### src/hdl/psyd_pkg.sv
// ----------------------------------------------------------------------------
// psyd_pkg - shared constants for the PID speed and yaw drive
// Field widths, register indexes, reset values, gear codes and limits.
// ----------------------------------------------------------------------------
package psyd_pkg;

    // Field widths
    localparam int DataW   = 16;   // Q8.8 payload and gains
    localparam int MarginW = 15;   // brake margin and dead band
    localparam int TimeW   = 32;   // timestamp ticks
    localparam int GearW   = 3;
    localparam int CfgIdxW = 4;

    // Datapath widths
    localparam int IntW    = 32;   // error integral, Q16.16
    localparam int MulAW   = 33;   // signed operand A of the shared multiplier
    localparam int MulBW   = 17;   // signed operand B of the shared multiplier
    localparam int ProdW   = MulAW + MulBW;
    localparam int TotalW  = 58;   // PID sum before the final shift
    localparam int AccW    = TotalW - 16;
    localparam int BrkAccW = 26;   // drive clipped ahead of the brake scaling
    localparam int DivSteps = 32;
    localparam int DivCntW  = $clog2(DivSteps);

    typedef logic [CfgIdxW-1:0] t_cfg_idx;

    // Register indexes
    localparam t_cfg_idx RegTargetSpeed = 4'd0;
    localparam t_cfg_idx RegTargetYaw   = 4'd1;
    localparam t_cfg_idx RegGainP       = 4'd2;
    localparam t_cfg_idx RegGainI       = 4'd3;
    localparam t_cfg_idx RegGainD       = 4'd4;
    localparam t_cfg_idx RegBrakeMargin = 4'd5;
    localparam t_cfg_idx RegDeadBand    = 4'd6;
    localparam t_cfg_idx RegBrakeScale  = 4'd7;

    // Reset values of the nonzero registers (1.0 in Q8.8)
    localparam logic [DataW-1:0] GainPReset      = 16'd256;
    localparam logic [DataW-1:0] BrakeScaleReset = 16'd256;

    // Output limits
    localparam logic signed [DataW-1:0] DriveMax = 16'sd256;
    localparam logic signed [DataW-1:0] SatMin   = 16'sh8000;
    localparam logic signed [DataW-1:0] SatMax   = 16'sh7FFF;

    // Drive clip ahead of the brake scaling: +/- 2^24
    localparam logic signed [BrkAccW-1:0] BrkAccLim = 26'sh100_0000;

    // Gear codes
    localparam logic signed [GearW-1:0] GearFwd  = 3'sd2;
    localparam logic signed [GearW-1:0] GearRev  = 3'sb111;
    localparam logic signed [GearW-1:0] GearNone = 3'sd0;

endpackage

### src/hdl/pid_speed_and_yaw_drive.sv
// ----------------------------------------------------------------------------
// pid_speed_and_yaw_drive - PID speed loop with throttle/brake select and yaw
// Forms the speed error, its integral and derivative, sums the PID terms on
// one shared multiplier and picks forward, braking, reverse or coasting drive.
// ----------------------------------------------------------------------------
//
//  channel   handshake                    payload
//  -------   ---------------------------  ---------------------------------------
//  sample    i_valid / o_ready            i_speed, i_yaw_rate, i_sample_time
//  result    o_valid / i_ready            o_throttle, o_brake, o_steering,
//                                         o_manual_sel, o_gear
//  config    i_cfg_valid / o_cfg_ready    i_cfg_index, i_cfg_data
//
//  After a target_speed write or reset an item has no integral or derivative
//  terms; otherwise it runs the 32-step restoring divider for the derivative
//  and makes five passes through the shared 33x17 multiplier. o_ready is
//  high only while the sequencer is idle. Reset is synchronous, active low;
//  it restores the register defaults and empties the error history. The
//  result sits in an output register, so a new item is taken while a result
//  waits; the sequencer holds in its last step only when the output register
//  is still full at that point. The config port is always ready; it must be
//  written by the user only while idle, and the block does not enforce this.

module pid_speed_and_yaw_drive (
    input  logic                                   i_clk,
    input  logic                                   i_rst_n,

    input  logic                                   i_valid,
    output logic                                   o_ready,
    input  logic signed [psyd_pkg::DataW-1:0]      i_speed,
    input  logic signed [psyd_pkg::DataW-1:0]      i_yaw_rate,
    input  logic        [psyd_pkg::TimeW-1:0]      i_sample_time,

    output logic                                   o_valid,
    input  logic                                   i_ready,
    output logic signed [psyd_pkg::DataW-1:0]      o_throttle,
    output logic signed [psyd_pkg::DataW-1:0]      o_brake,
    output logic signed [psyd_pkg::DataW-1:0]      o_steering,
    output logic                                   o_manual_sel,
    output logic signed [psyd_pkg::GearW-1:0]      o_gear,

    input  logic                                   i_cfg_valid,
    output logic                                   o_cfg_ready,
    input  logic        [psyd_pkg::CfgIdxW-1:0]    i_cfg_index,
    input  logic        [psyd_pkg::DataW-1:0]      i_cfg_data
);

    // Sequencer codes
    localparam logic [3:0] ST_IDLE = 4'd0;  // wait for an item
    localparam logic [3:0] ST_INC  = 4'd1;  // multiply error by interval
    localparam logic [3:0] ST_INT  = 4'd2;  // update integral, multiply P term
    localparam logic [3:0] ST_PT   = 4'd3;  // load P term, multiply I term
    localparam logic [3:0] ST_IT   = 4'd4;  // add I term, seed divider
    localparam logic [3:0] ST_DIV  = 4'd5;  // one quotient bit per cycle
    localparam logic [3:0] ST_DM   = 4'd6;  // multiply D term
    localparam logic [3:0] ST_DA   = 4'd7;  // add D term
    localparam logic [3:0] ST_BRK  = 4'd8;  // multiply drive by brake scale
    localparam logic [3:0] ST_FIN  = 4'd9;  // select drive, load output

    localparam logic signed [psyd_pkg::AccW-1:0] AccHi =
        psyd_pkg::AccW'(psyd_pkg::DriveMax);
    localparam logic signed [psyd_pkg::AccW-1:0] AccLo =
        psyd_pkg::AccW'(psyd_pkg::SatMin);
    localparam logic signed [psyd_pkg::AccW-1:0] AccBrkHi =
        psyd_pkg::AccW'(psyd_pkg::BrkAccLim);
    localparam logic signed [psyd_pkg::AccW-1:0] AccBrkLo =
        -psyd_pkg::AccW'(psyd_pkg::BrkAccLim);

    // Configuration registers
    logic signed [psyd_pkg::DataW-1:0]   r_target_speed;
    logic signed [psyd_pkg::DataW-1:0]   r_target_yaw;
    logic        [psyd_pkg::DataW-1:0]   r_gain_p;
    logic        [psyd_pkg::DataW-1:0]   r_gain_i;
    logic        [psyd_pkg::DataW-1:0]   r_gain_d;
    logic        [psyd_pkg::MarginW-1:0] r_brake_margin;
    logic        [psyd_pkg::MarginW-1:0] r_dead_band;
    logic        [psyd_pkg::DataW-1:0]   r_brake_scale;

    // Loop history
    logic [psyd_pkg::IntW-1:0]  r_integral;
    logic [psyd_pkg::DataW-1:0] r_prev_err;
    logic [psyd_pkg::TimeW-1:0] r_prev_time;
    logic                       r_hist_empty;

    // Sequencer and output control
    logic [3:0]                      r_state;
    logic [psyd_pkg::DivCntW-1:0]    r_cnt;
    logic                            r_out_valid;

    // Item datapath
    logic signed [psyd_pkg::DataW-1:0]  r_speed;
    logic signed [psyd_pkg::DataW-1:0]  r_yaw;
    logic        [psyd_pkg::DataW-1:0]  r_err;
    logic        [psyd_pkg::TimeW-1:0]  r_dt;
    logic signed [psyd_pkg::ProdW-1:0]  r_prod;
    logic        [psyd_pkg::TotalW-1:0] r_total;
    logic        [psyd_pkg::TimeW-1:0]  r_rem;
    logic        [psyd_pkg::TimeW-1:0]  r_quo;
    logic                               r_neg;

    // Output payload registers
    logic signed [psyd_pkg::DataW-1:0]  r_throttle;
    logic signed [psyd_pkg::DataW-1:0]  r_brake;
    logic signed [psyd_pkg::DataW-1:0]  r_steering;
    logic                               r_manual;
    logic signed [psyd_pkg::GearW-1:0]  r_gear;

    logic in_take;
    logic out_load;

    assign in_take     = i_valid && (r_state == ST_IDLE);
    assign out_load    = (r_state == ST_FIN) && (!r_out_valid || i_ready);
    assign o_ready     = (r_state == ST_IDLE);
    assign o_cfg_ready = 1'b1;

    // ------------------------------------------------------------------
    // Speed error at the input: |target - speed| always fits 16 bits
    // ------------------------------------------------------------------
    logic signed [psyd_pkg::DataW:0] in_diff;
    logic        [psyd_pkg::DataW:0] in_diff_abs;

    always_comb begin
        in_diff     = {r_target_speed[psyd_pkg::DataW-1], r_target_speed}
                    - {i_speed[psyd_pkg::DataW-1], i_speed};
        in_diff_abs = in_diff[psyd_pkg::DataW] ? -in_diff : in_diff;
    end

    // ------------------------------------------------------------------
    // Integral update: saturate at all ones
    // ------------------------------------------------------------------
    logic [psyd_pkg::ProdW-9:0] inc;     // (err * dt) >> 8
    logic [psyd_pkg::ProdW-8:0] int_sum;
    logic [psyd_pkg::IntW-1:0]  n_integral;

    always_comb begin
        inc     = r_prod[psyd_pkg::ProdW-1:8];
        int_sum = {1'b0, inc} + (psyd_pkg::ProdW-7)'(r_integral);
        if (r_hist_empty) begin
            n_integral = (|inc[psyd_pkg::ProdW-9:psyd_pkg::IntW]) ? '1
                                                                  : inc[psyd_pkg::IntW-1:0];
        end else begin
            n_integral = (|int_sum[psyd_pkg::ProdW-8:psyd_pkg::IntW]) ? '1
                                                                      : int_sum[psyd_pkg::IntW-1:0];
        end
    end

    // ------------------------------------------------------------------
    // Derivative numerator and one restoring division step
    // ------------------------------------------------------------------
    logic signed [psyd_pkg::DataW:0]   d_diff;
    logic        [psyd_pkg::DataW:0]   d_mag;
    logic        [psyd_pkg::TimeW:0]   rem_sh;
    logic        [psyd_pkg::TimeW:0]   rem_sub;
    logic                              rem_ge;
    logic signed [psyd_pkg::MulAW-1:0] deriv;

    always_comb begin
        d_diff  = {1'b0, r_err} - {1'b0, r_prev_err};
        d_mag   = d_diff[psyd_pkg::DataW] ? -d_diff : d_diff;
        rem_sh  = {r_rem, r_quo[psyd_pkg::TimeW-1]};
        rem_sub = rem_sh - {1'b0, r_dt};
        rem_ge  = (rem_sh >= {1'b0, r_dt});
        // Zero interval gives no derivative
        if (r_dt == '0) begin
            deriv = '0;
        end else if (r_neg) begin
            deriv = -$signed({1'b0, r_quo});
        end else begin
            deriv = $signed({1'b0, r_quo});
        end
    end

    // ------------------------------------------------------------------
    // Drive: PID sum >> 16, and a clipped copy for the brake product
    // ------------------------------------------------------------------
    logic signed [psyd_pkg::AccW-1:0]    acc;
    logic signed [psyd_pkg::BrkAccW-1:0] acc_brk;

    always_comb begin
        acc = $signed(r_total[psyd_pkg::TotalW-1:16]);
        // Beyond 2^24 the scaled brake saturates anyway (or is 0 for scale 0)
        if (acc > AccBrkHi) begin
            acc_brk = psyd_pkg::BrkAccLim;
        end else if (acc < AccBrkLo) begin
            acc_brk = -psyd_pkg::BrkAccLim;
        end else begin
            acc_brk = acc[psyd_pkg::BrkAccW-1:0];
        end
    end

    // ------------------------------------------------------------------
    // Shared multiplier operand select
    // ------------------------------------------------------------------
    logic signed [psyd_pkg::MulAW-1:0] mul_a;
    logic signed [psyd_pkg::MulBW-1:0] mul_b;
    logic                              mul_en;

    always_comb begin
        mul_a  = '0;
        mul_b  = '0;
        mul_en = 1'b1;
        unique case (r_state)
            ST_INC: begin
                mul_a = $signed({1'b0, r_dt});
                mul_b = $signed({1'b0, r_err});
            end
            ST_INT: begin
                mul_a = $signed(psyd_pkg::MulAW'(r_err));
                mul_b = $signed({1'b0, r_gain_p});
            end
            ST_PT: begin
                mul_a = $signed({1'b0, r_integral});
                mul_b = $signed({1'b0, r_gain_i});
            end
            ST_DM: begin
                mul_a = deriv;
                mul_b = $signed({1'b0, r_gain_d});
            end
            ST_BRK: begin
                mul_a = psyd_pkg::MulAW'(acc_brk);
                mul_b = $signed({1'b0, r_brake_scale});
            end
            default: begin
                // Hold the product: the final step reads the brake product
                mul_en = 1'b0;
            end
        endcase
    end

    // ------------------------------------------------------------------
    // Drive selection and steering
    // ------------------------------------------------------------------
    logic signed [psyd_pkg::DataW+1:0] sp_x;
    logic signed [psyd_pkg::DataW+1:0] tg_x;
    logic signed [psyd_pkg::DataW+1:0] bm_x;
    logic signed [psyd_pkg::DataW+1:0] db_x;
    logic signed [psyd_pkg::DataW+1:0] ty_x;
    logic signed [psyd_pkg::DataW+1:0] yw_x;
    logic signed [psyd_pkg::DataW+1:0] yaw_err;
    logic signed [psyd_pkg::AccW-1:0]  brk_acc;
    logic signed [psyd_pkg::DataW-1:0] thr_sat;
    logic signed [psyd_pkg::DataW-1:0] brk_sat;
    logic signed [psyd_pkg::DataW-1:0] n_throttle;
    logic signed [psyd_pkg::DataW-1:0] n_brake;
    logic signed [psyd_pkg::DataW-1:0] n_steering;
    logic                              n_manual;
    logic signed [psyd_pkg::GearW-1:0] n_gear;

    always_comb begin
        sp_x    = (psyd_pkg::DataW+2)'(r_speed);
        tg_x    = (psyd_pkg::DataW+2)'(r_target_speed);
        bm_x    = $signed((psyd_pkg::DataW+2)'(r_brake_margin));
        db_x    = $signed((psyd_pkg::DataW+2)'(r_dead_band));
        ty_x    = (psyd_pkg::DataW+2)'(r_target_yaw);
        yw_x    = (psyd_pkg::DataW+2)'(r_yaw);
        yaw_err = ty_x - yw_x;
        brk_acc = $signed(r_prod[psyd_pkg::ProdW-1:8]);

        if (acc > AccHi) begin
            thr_sat = psyd_pkg::DriveMax;
        end else if (acc < AccLo) begin
            thr_sat = psyd_pkg::SatMin;
        end else begin
            thr_sat = acc[psyd_pkg::DataW-1:0];
        end

        if (brk_acc > AccHi) begin
            brk_sat = psyd_pkg::DriveMax;
        end else if (brk_acc < AccLo) begin
            brk_sat = psyd_pkg::SatMin;
        end else begin
            brk_sat = brk_acc[psyd_pkg::DataW-1:0];
        end

        n_throttle = '0;
        n_brake    = '0;
        n_manual   = 1'b0;
        n_gear     = psyd_pkg::GearNone;
        priority if (sp_x < tg_x) begin
            n_throttle = thr_sat;
            n_manual   = 1'b1;
            n_gear     = psyd_pkg::GearFwd;
        end else if ((sp_x > tg_x + bm_x) && (sp_x > db_x)) begin
            n_brake = brk_sat;
        end else if ((sp_x > tg_x) && (tg_x < 0)) begin
            n_throttle = thr_sat;
            n_manual   = 1'b1;
            n_gear     = psyd_pkg::GearRev;
        end else begin
            // Coast: all drive outputs stay zero
            n_throttle = '0;
        end

        // Steer only outside the dead band around the target yaw rate
        if ((yw_x < ty_x - db_x) || (yw_x > ty_x + db_x)) begin
            if (yaw_err > (psyd_pkg::DataW+2)'(psyd_pkg::SatMax)) begin
                n_steering = psyd_pkg::SatMax;
            end else if (yaw_err < (psyd_pkg::DataW+2)'(psyd_pkg::SatMin)) begin
                n_steering = psyd_pkg::SatMin;
            end else begin
                n_steering = yaw_err[psyd_pkg::DataW-1:0];
            end
        end else begin
            n_steering = '0;
        end
    end

    // ------------------------------------------------------------------
    // Control state, configuration and loop history
    // ------------------------------------------------------------------
    always_ff @(posedge i_clk) begin
        if (!i_rst_n) begin
            r_state        <= ST_IDLE;
            r_out_valid    <= 1'b0;
            r_target_speed <= '0;
            r_target_yaw   <= '0;
            r_gain_p       <= psyd_pkg::GainPReset;
            r_gain_i       <= '0;
            r_gain_d       <= '0;
            r_brake_margin <= '0;
            r_dead_band    <= '0;
            r_brake_scale  <= psyd_pkg::BrakeScaleReset;
            r_integral     <= '0;
            r_prev_err     <= '0;
            r_prev_time    <= '0;
            r_hist_empty   <= 1'b1;
        end else begin
            if (i_cfg_valid) begin
                unique case (i_cfg_index)
                    psyd_pkg::RegTargetSpeed: begin
                        r_target_speed <= $signed(i_cfg_data);
                        r_hist_empty   <= 1'b1;   // restart the integral history
                    end
                    psyd_pkg::RegTargetYaw:   r_target_yaw   <= $signed(i_cfg_data);
                    psyd_pkg::RegGainP:       r_gain_p       <= i_cfg_data;
                    psyd_pkg::RegGainI:       r_gain_i       <= i_cfg_data;
                    psyd_pkg::RegGainD:       r_gain_d       <= i_cfg_data;
                    psyd_pkg::RegBrakeMargin: r_brake_margin <= i_cfg_data[psyd_pkg::MarginW-1:0];
                    psyd_pkg::RegDeadBand:    r_dead_band    <= i_cfg_data[psyd_pkg::MarginW-1:0];
                    psyd_pkg::RegBrakeScale:  r_brake_scale  <= i_cfg_data;
                    default: begin
                        // Drop writes beyond the register list
                    end
                endcase
            end

            if (r_out_valid && i_ready) begin
                r_out_valid <= 1'b0;
            end

            unique case (r_state)
                ST_IDLE: begin
                    if (in_take) begin
                        r_prev_time <= i_sample_time;
                        r_state     <= ST_INC;
                    end
                end
                ST_INC: r_state <= ST_INT;
                ST_INT: begin
                    r_integral <= n_integral;
                    r_state    <= ST_PT;
                end
                ST_PT:  r_state <= r_hist_empty ? ST_BRK : ST_IT;
                ST_IT:  r_state <= ST_DIV;
                ST_DIV: begin
                    if (r_cnt == psyd_pkg::DivCntW'(psyd_pkg::DivSteps - 1)) begin
                        r_state <= ST_DM;
                    end
                end
                ST_DM:  r_state <= ST_DA;
                ST_DA:  r_state <= ST_BRK;
                ST_BRK: r_state <= ST_FIN;
                ST_FIN: begin
                    // Hold until the output register is free
                    if (out_load) begin
                        r_out_valid  <= 1'b1;
                        r_prev_err   <= r_err;
                        r_hist_empty <= 1'b0;
                        r_state      <= ST_IDLE;
                    end
                end
                default: r_state <= ST_IDLE;
            endcase
        end
    end

    // ------------------------------------------------------------------
    // Datapath registers
    // ------------------------------------------------------------------
    always_ff @(posedge i_clk) begin
        if (mul_en) begin
            r_prod <= mul_a * mul_b;
        end

        if (in_take) begin
            r_speed <= i_speed;
            r_yaw   <= i_yaw_rate;
            r_err   <= in_diff_abs[psyd_pkg::DataW-1:0];
            r_dt    <= i_sample_time - r_prev_time;   // wraps modulo 2^32
        end

        unique case (r_state)
            ST_PT: begin
                // P term scaled by 2^8; alone it gives gain_p * err >> 8
                r_total <= {r_prod, 8'b0};
            end
            ST_IT: begin
                r_total <= r_total
                         + {{(psyd_pkg::TotalW - psyd_pkg::ProdW){r_prod[psyd_pkg::ProdW-1]}},
                            r_prod};
                r_rem   <= '0;
                r_quo   <= {d_mag[psyd_pkg::DataW-1:0], 16'b0};
                r_neg   <= d_diff[psyd_pkg::DataW];
                r_cnt   <= '0;
            end
            ST_DIV: begin
                r_rem <= rem_ge ? rem_sub[psyd_pkg::TimeW-1:0] : rem_sh[psyd_pkg::TimeW-1:0];
                r_quo <= {r_quo[psyd_pkg::TimeW-2:0], rem_ge};
                r_cnt <= r_cnt + 1'b1;
            end
            ST_DA: begin
                r_total <= r_total + {r_prod, 8'b0};
            end
            default: begin
                // Hold the working registers
            end
        endcase

        if (out_load) begin
            r_throttle <= n_throttle;
            r_brake    <= n_brake;
            r_steering <= n_steering;
            r_manual   <= n_manual;
            r_gear     <= n_gear;
        end
    end

    assign o_valid      = r_out_valid;
    assign o_throttle   = r_throttle;
    assign o_brake      = r_brake;
    assign o_steering   = r_steering;
    assign o_manual_sel = r_manual;
    assign o_gear       = r_gear;

endmodule

### config.mk
export PLATFORM = sky130hd
export DESIGN_NAME = pid_speed_and_yaw_drive
export DESIGN_NICKNAME = d
export VERILOG_FILES = /design/src/hdl/psyd_pkg.sv /design/src/hdl/pid_speed_and_yaw_drive.sv
export SDC_FILE = /design/constraint.sdc
export NUM_CORES = 2
export LEC_CHECK = 0
export BUFFER_PORTS_ARGS = -buffer_cell sky130_fd_sc_hd__buf_2
export CAP_MARGIN = 20
export CORE_MARGIN = 2
export CORE_UTILIZATION = 28
export DETAILED_ROUTE_END_ITERATION = 6
export PLACE_DENSITY_LB_ADDON = 0.1
export SYNTH_ARGS = -nofsm -noshare
export SYNTH_HDL_FRONTEND = slang
export SYNTH_SLANG_ARGS = --single-unit
### constraint.sdc
create_clock -name i_clk -period 12.9 [get_ports i_clk]
set_clock_uncertainty 0.15 [all_clocks]
set_input_delay 0.645 -clock i_clk [delete_from_list [all_inputs] [get_ports i_clk]]
set_output_delay 0.645 -clock i_clk [all_outputs]
set_load 0.02 [all_outputs]
==> results.sh <==
export IMPL_slew_headroom=0.0164
export IMPL_routed_via_density=5.05
export IMPL_die_height_um=455
export IMPL_critical_path_reg2reg_startpoint="r_state[1]$_SDFFE_PN0P_"
export IMPL_most_common_library_cell_in_the_layout_ignoring_fill_and_taps="sky130_fd_sc_hd__nand2_1"
export IMPL_clock_tree_htree_level_count=3
export IMPL_fin_setup_tns_ns=0
export IMPL_path_class="register to register"
export IMPL_startpoint_type="register"
export IMPL_net_count_of_the_mapped_netlist=7688
export IMPL_post_place_ws_ns=1.92
export IMPL_yosysWarningCount=0
export IMPL_reg2reg_setup_slack_ns=1.90
export IMPL_grt_remaining_overflow=0
export IMPL_synth_cell_area_sq_um=56900
export IMPL_synth_area_leaders="sky130_fd_sc_hd__fa_1 (18%), sky130_fd_sc_hd__edfxtp_1 (16%), sky130_fd_sc_hd__ha_1 (11%)"
export IMPL_final_min_period_over_clock_period=0.853
export IMPL_cts_buffers=74
export IMPL_placed_cells=9225
export IMPL_post_cts_setup_buffers=0
export IMPL_power_ir_vdd_worst_uv=91.5
export IMPL_route_antenna_remaining_nets=0
export IMPL_drc_violation_total_after_the_first_tritonroute_iteration=3725
export IMPL_multi_input_comb_area_sq_um=39200
export IMPL_grtUsageTotal=0.204
export IMPL_placement_rows=165
export IMPL_post_layout_nonfiller_instances=9399
export IMPL_seq_area_frac_synth=0.237
export IMPL_synthesis_area_per_instance_sq_um=8.63
export IMPL_time_the_worst_path_needs_with_i_o_delays_and_setup_ns=11.00
export IMPL_cts_hold_repair_buffers=37
export IMPL_post_synth_inst_count=6586
export IMPL_drt_wirelength_per_cell_um=22.5
export IMPL_clock_fmax_ghz=0.0909
export IMPL_max_cap_viol_count=0
export IMPL_grt_first_pass_wirelength_mm=316
export IMPL_static_leakage_power_nw=27.1
export IMPL_grt_antenna_before_repair=16
export IMPL_critical_path_required_ns=13.22
export IMPL_outcome="completed"
export IMPL_port_buffers=142
export IMPL_fin_nets=7769
export IMPL_rsz0062_at_grt="false"
export IMPL_critical_path_endpoint="r_prod[47]$_DFFE_PN_"
export IMPL_synth_top_area_cell="sky130_fd_sc_hd__fa_1"
export IMPL_placedInstanceArea_sq_um=60900
export IMPL_clock_pin_slew_of_the_registers_on_the_worst_case_setup_and_hold_paths_ns=0.05
export IMPL_final_max_slew_violation_count=0
export IMPL_register_area_sq_um=13500
export IMPL_mostFrequentLayoutCells="sky130_fd_sc_hd__nand2_1 (906), sky130_fd_sc_hd__inv_1 (889), sky130_fd_sc_hd__fa_1 (514)"
export IMPL_finish_utilization=0.315
export IMPL_final_layout_size_suffix_gt1_frac=0.0632
export IMPL_async_reset_ff_frac=0
export IMPL_synth_distinct_cells=85
export IMPL_cts_root_to_sink_buffers=3
export IMPL_final_hold_violation_count=0
export IMPL_synthDominantCellAreaShare=0.181
export IMPL_final_area_sq_um=63600
export IMPL_die_w_um=455
export IMPL_worst_slew_pin_slew_ns=1.48
export IMPL_timing_critical_path_arrival_ns=11.32
export IMPL_hold_class="primary input to register"
export IMPL_num_vias=47400
export IMPL_critical_path_startpoint="r_state[1]$_SDFFE_PN0P_"
export IMPL_power_per_cell_area_nw_per_um2=115
export IMPL_clock_latency_ns=0.73
export IMPL_setup_violations_final=0
export IMPL_initial_util=0.281
export IMPL_drt_total_wl_mm=211
export IMPL_reg2reg_depth=27
export IMPL_first_global_vias=47900
export IMPL_crit_end_category="register"
export IMPL_floorplan_die_area_sq_um=207000
export IMPL_synthToLayoutAreaGrowth_pct=11.8
export IMPL_grt_max_degree=171
export IMPL_dpl_hpwl_mm=167
export IMPL_worstPathMaxFanout=25
export IMPL_reg2reg_to="r_prod[47]$_DFFE_PN_"
export IMPL_remaining_drc_errors=0
export IMPL_drt_pass1_iterations=5
export IMPL_synth_enable_flop_cells=308
export IMPL_tritoncts_num_sinks=520
export IMPL_floorplan_core_area_sq_um=202000
export IMPL_tritoncts_clock_tree="yes"
export IMPL_gp_routability_congestion=0.868
export IMPL_yosys_register_bits=520
export IMPL_final_fill_count=21400
export IMPL_ctsResizeCount=0
export IMPL_dominantRegCellSynth="sky130_fd_sc_hd__edfxtp_1"
export IMPL_final_critical_path_setup_slack_ns=1.90
export IMPL_cts_root_buffer="sky130_fd_sc_hd__clkbuf_16"
export IMPL_io_pins=144
worst min path at each step:
| stage | start | to | slack [ns] | depth (start not counted) |
|---|---|---|---|---|
| after floorplan | r_brake_scale[8]$_SDFFE_PN1P_ | r_brake_scale[8]$_SDFFE_PN1P_ | 0.29 | 2 |
| after global placement | r_gain_p[1]$_SDFFE_PN0P_ | r_gain_p[1]$_SDFFE_PN0P_ | 0.30 | 2 |
| after detailed placement | r_prev_time[12]$_SDFFE_PN0P_ | r_prev_time[12]$_SDFFE_PN0P_ | 0.31 | 2 |
| after CTS | i_sample_time[24] | r_prev_time[24]$_SDFFE_PN0P_ | 0.00006 | 3 |
| after global routing | i_sample_time[9] | r_prev_time[9]$_SDFFE_PN0P_ | 0.03 | 3 |
| final | i_sample_time[24] | r_prev_time[24]$_SDFFE_PN0P_ | 0.07 | 3 |
critical path, cell delays in order (launching register included):
cell                        delay (ns)
sky130_fd_sc_hd__dfxtp_1          0.89
sky130_fd_sc_hd__nand2b_1         0.34
sky130_fd_sc_hd__nor2_4           0.16
sky130_fd_sc_hd__a22oi_1          1.18
sky130_fd_sc_hd__nand2_1          0.86
sky130_fd_sc_hd__nand2_1          0.28
sky130_fd_sc_hd__fa_1             0.44
sky130_fd_sc_hd__fa_1             0.49
sky130_fd_sc_hd__inv_1            0.06
sky130_fd_sc_hd__fa_1             0.51
sky130_fd_sc_hd__fa_1             0.55
sky130_fd_sc_hd__fa_1             0.55
sky130_fd_sc_hd__inv_1            0.05
sky130_fd_sc_hd__fa_1             0.53
sky130_fd_sc_hd__inv_1            0.05
sky130_fd_sc_hd__ha_1             0.38
sky130_fd_sc_hd__and4_1           0.27
sky130_fd_sc_hd__a211oi_1         0.09
sky130_fd_sc_hd__o211ai_1         0.10
sky130_fd_sc_hd__a21oi_1          0.09
sky130_fd_sc_hd__o21ai_0          0.67
sky130_fd_sc_hd__a2bb2oi_1        0.55
sky130_fd_sc_hd__and3_1           0.28
sky130_fd_sc_hd__nor4b_1          0.07
sky130_fd_sc_hd__nor3_1           0.53
sky130_fd_sc_hd__a221o_1          0.33
sky130_fd_sc_hd__a31oi_1          0.11
sky130_fd_sc_hd__xnor2_1          0.15
cells in the mapped netlist (all sizes together), types with 57 or more instances:
master  instances
o21ai         277
fa            514
a21boi        174
nand4          64
a22oi          63
edfxtp        308
nor2b          88
a21o          142
ha            499
inv           890
nand2         908
xor2          138
and3           57
nand3          73
xnor2         220
clkbuf        249
a21oi         359
nor3           83
o21a           61
dfxtp         212
nor2          476
cell families (layout without fill, tap and decap cells):
kind of cell    Yosys count  after routing  synth area share
compound gates         1502           1502             0.175
xor+xnor                358            358            0.0553
fa+ha+maj              1013           1013             0.291
buf+inv                1168           1308            0.0782
flops                   520            520             0.237
mux                      47             47           0.00834
other cells               1              2         0.0000659
simple gates           1977           1977             0.155
per-layer routing:
| layer | vias up | global-route usage | share of wire | routed length (um) |
|---|---|---|---|---|
| li1 | 22500 | - | - | - |
| met1 | 23700 | 0.297 | 0.49 | 104000 |
| met2 | 1059 | 0.319 | 0.44 | 92200 |
| met3 | 198 | 0.0278 | 0.049 | 10300 |
| met4 | 4 | 0.0430 | 0.022 | 4730 |
| met5 | - | 0 | 0.00010 | 22 |
where the power goes:
part	internal [mW]	switching [mW]	total (mW)
Sequential	1.95	0.318	2.27
Clock	1.15	0.897	2.05
Combinational	1.13	1.88	3.01
Total	4.23	3.09	7.33
registers in the layout, indices dropped and copies added (netlist names), 16 cells and up:
name / count
o_brake: 16
o_steering: 16
o_throttle: 16
r_brake_scale: 16
r_dt: 32
r_err: 16
r_gain_d: 16
r_gain_i: 16
r_gain_p: 16
r_integral: 32
r_prev_err: 16
r_prev_time: 32
r_prod: 50
r_quo: 32
r_rem: 32
r_speed: 16
r_target_speed: 16
r_target_yaw: 16
r_total: 58
r_yaw: 16
area by class of cell:
cell class / count / share of cell area
multi-input combinational: 4898 / 0.616
tap: 2672 / 0.0526
inverter: 891 / 0.0527
timing repair buffer: 282 / 0.0294
antenna: 1 / 0.0000394
sequential: 520 / 0.212
clock inverter: 38 / 0.00527
clock buffer: 97 / 0.0318
through the flow:
stage	hold WS, ns	power, mW
6_report	0.0680	7.33
5_1_grt	0.0290	7.83
4_1_cts	0.0000573	7.41
3_5_place_dp	0.310	5.29
3_3_place_gp	0.303	5.30
2_1_floorplan	0.291	4.24
Power figures use the tool's default switching activity.
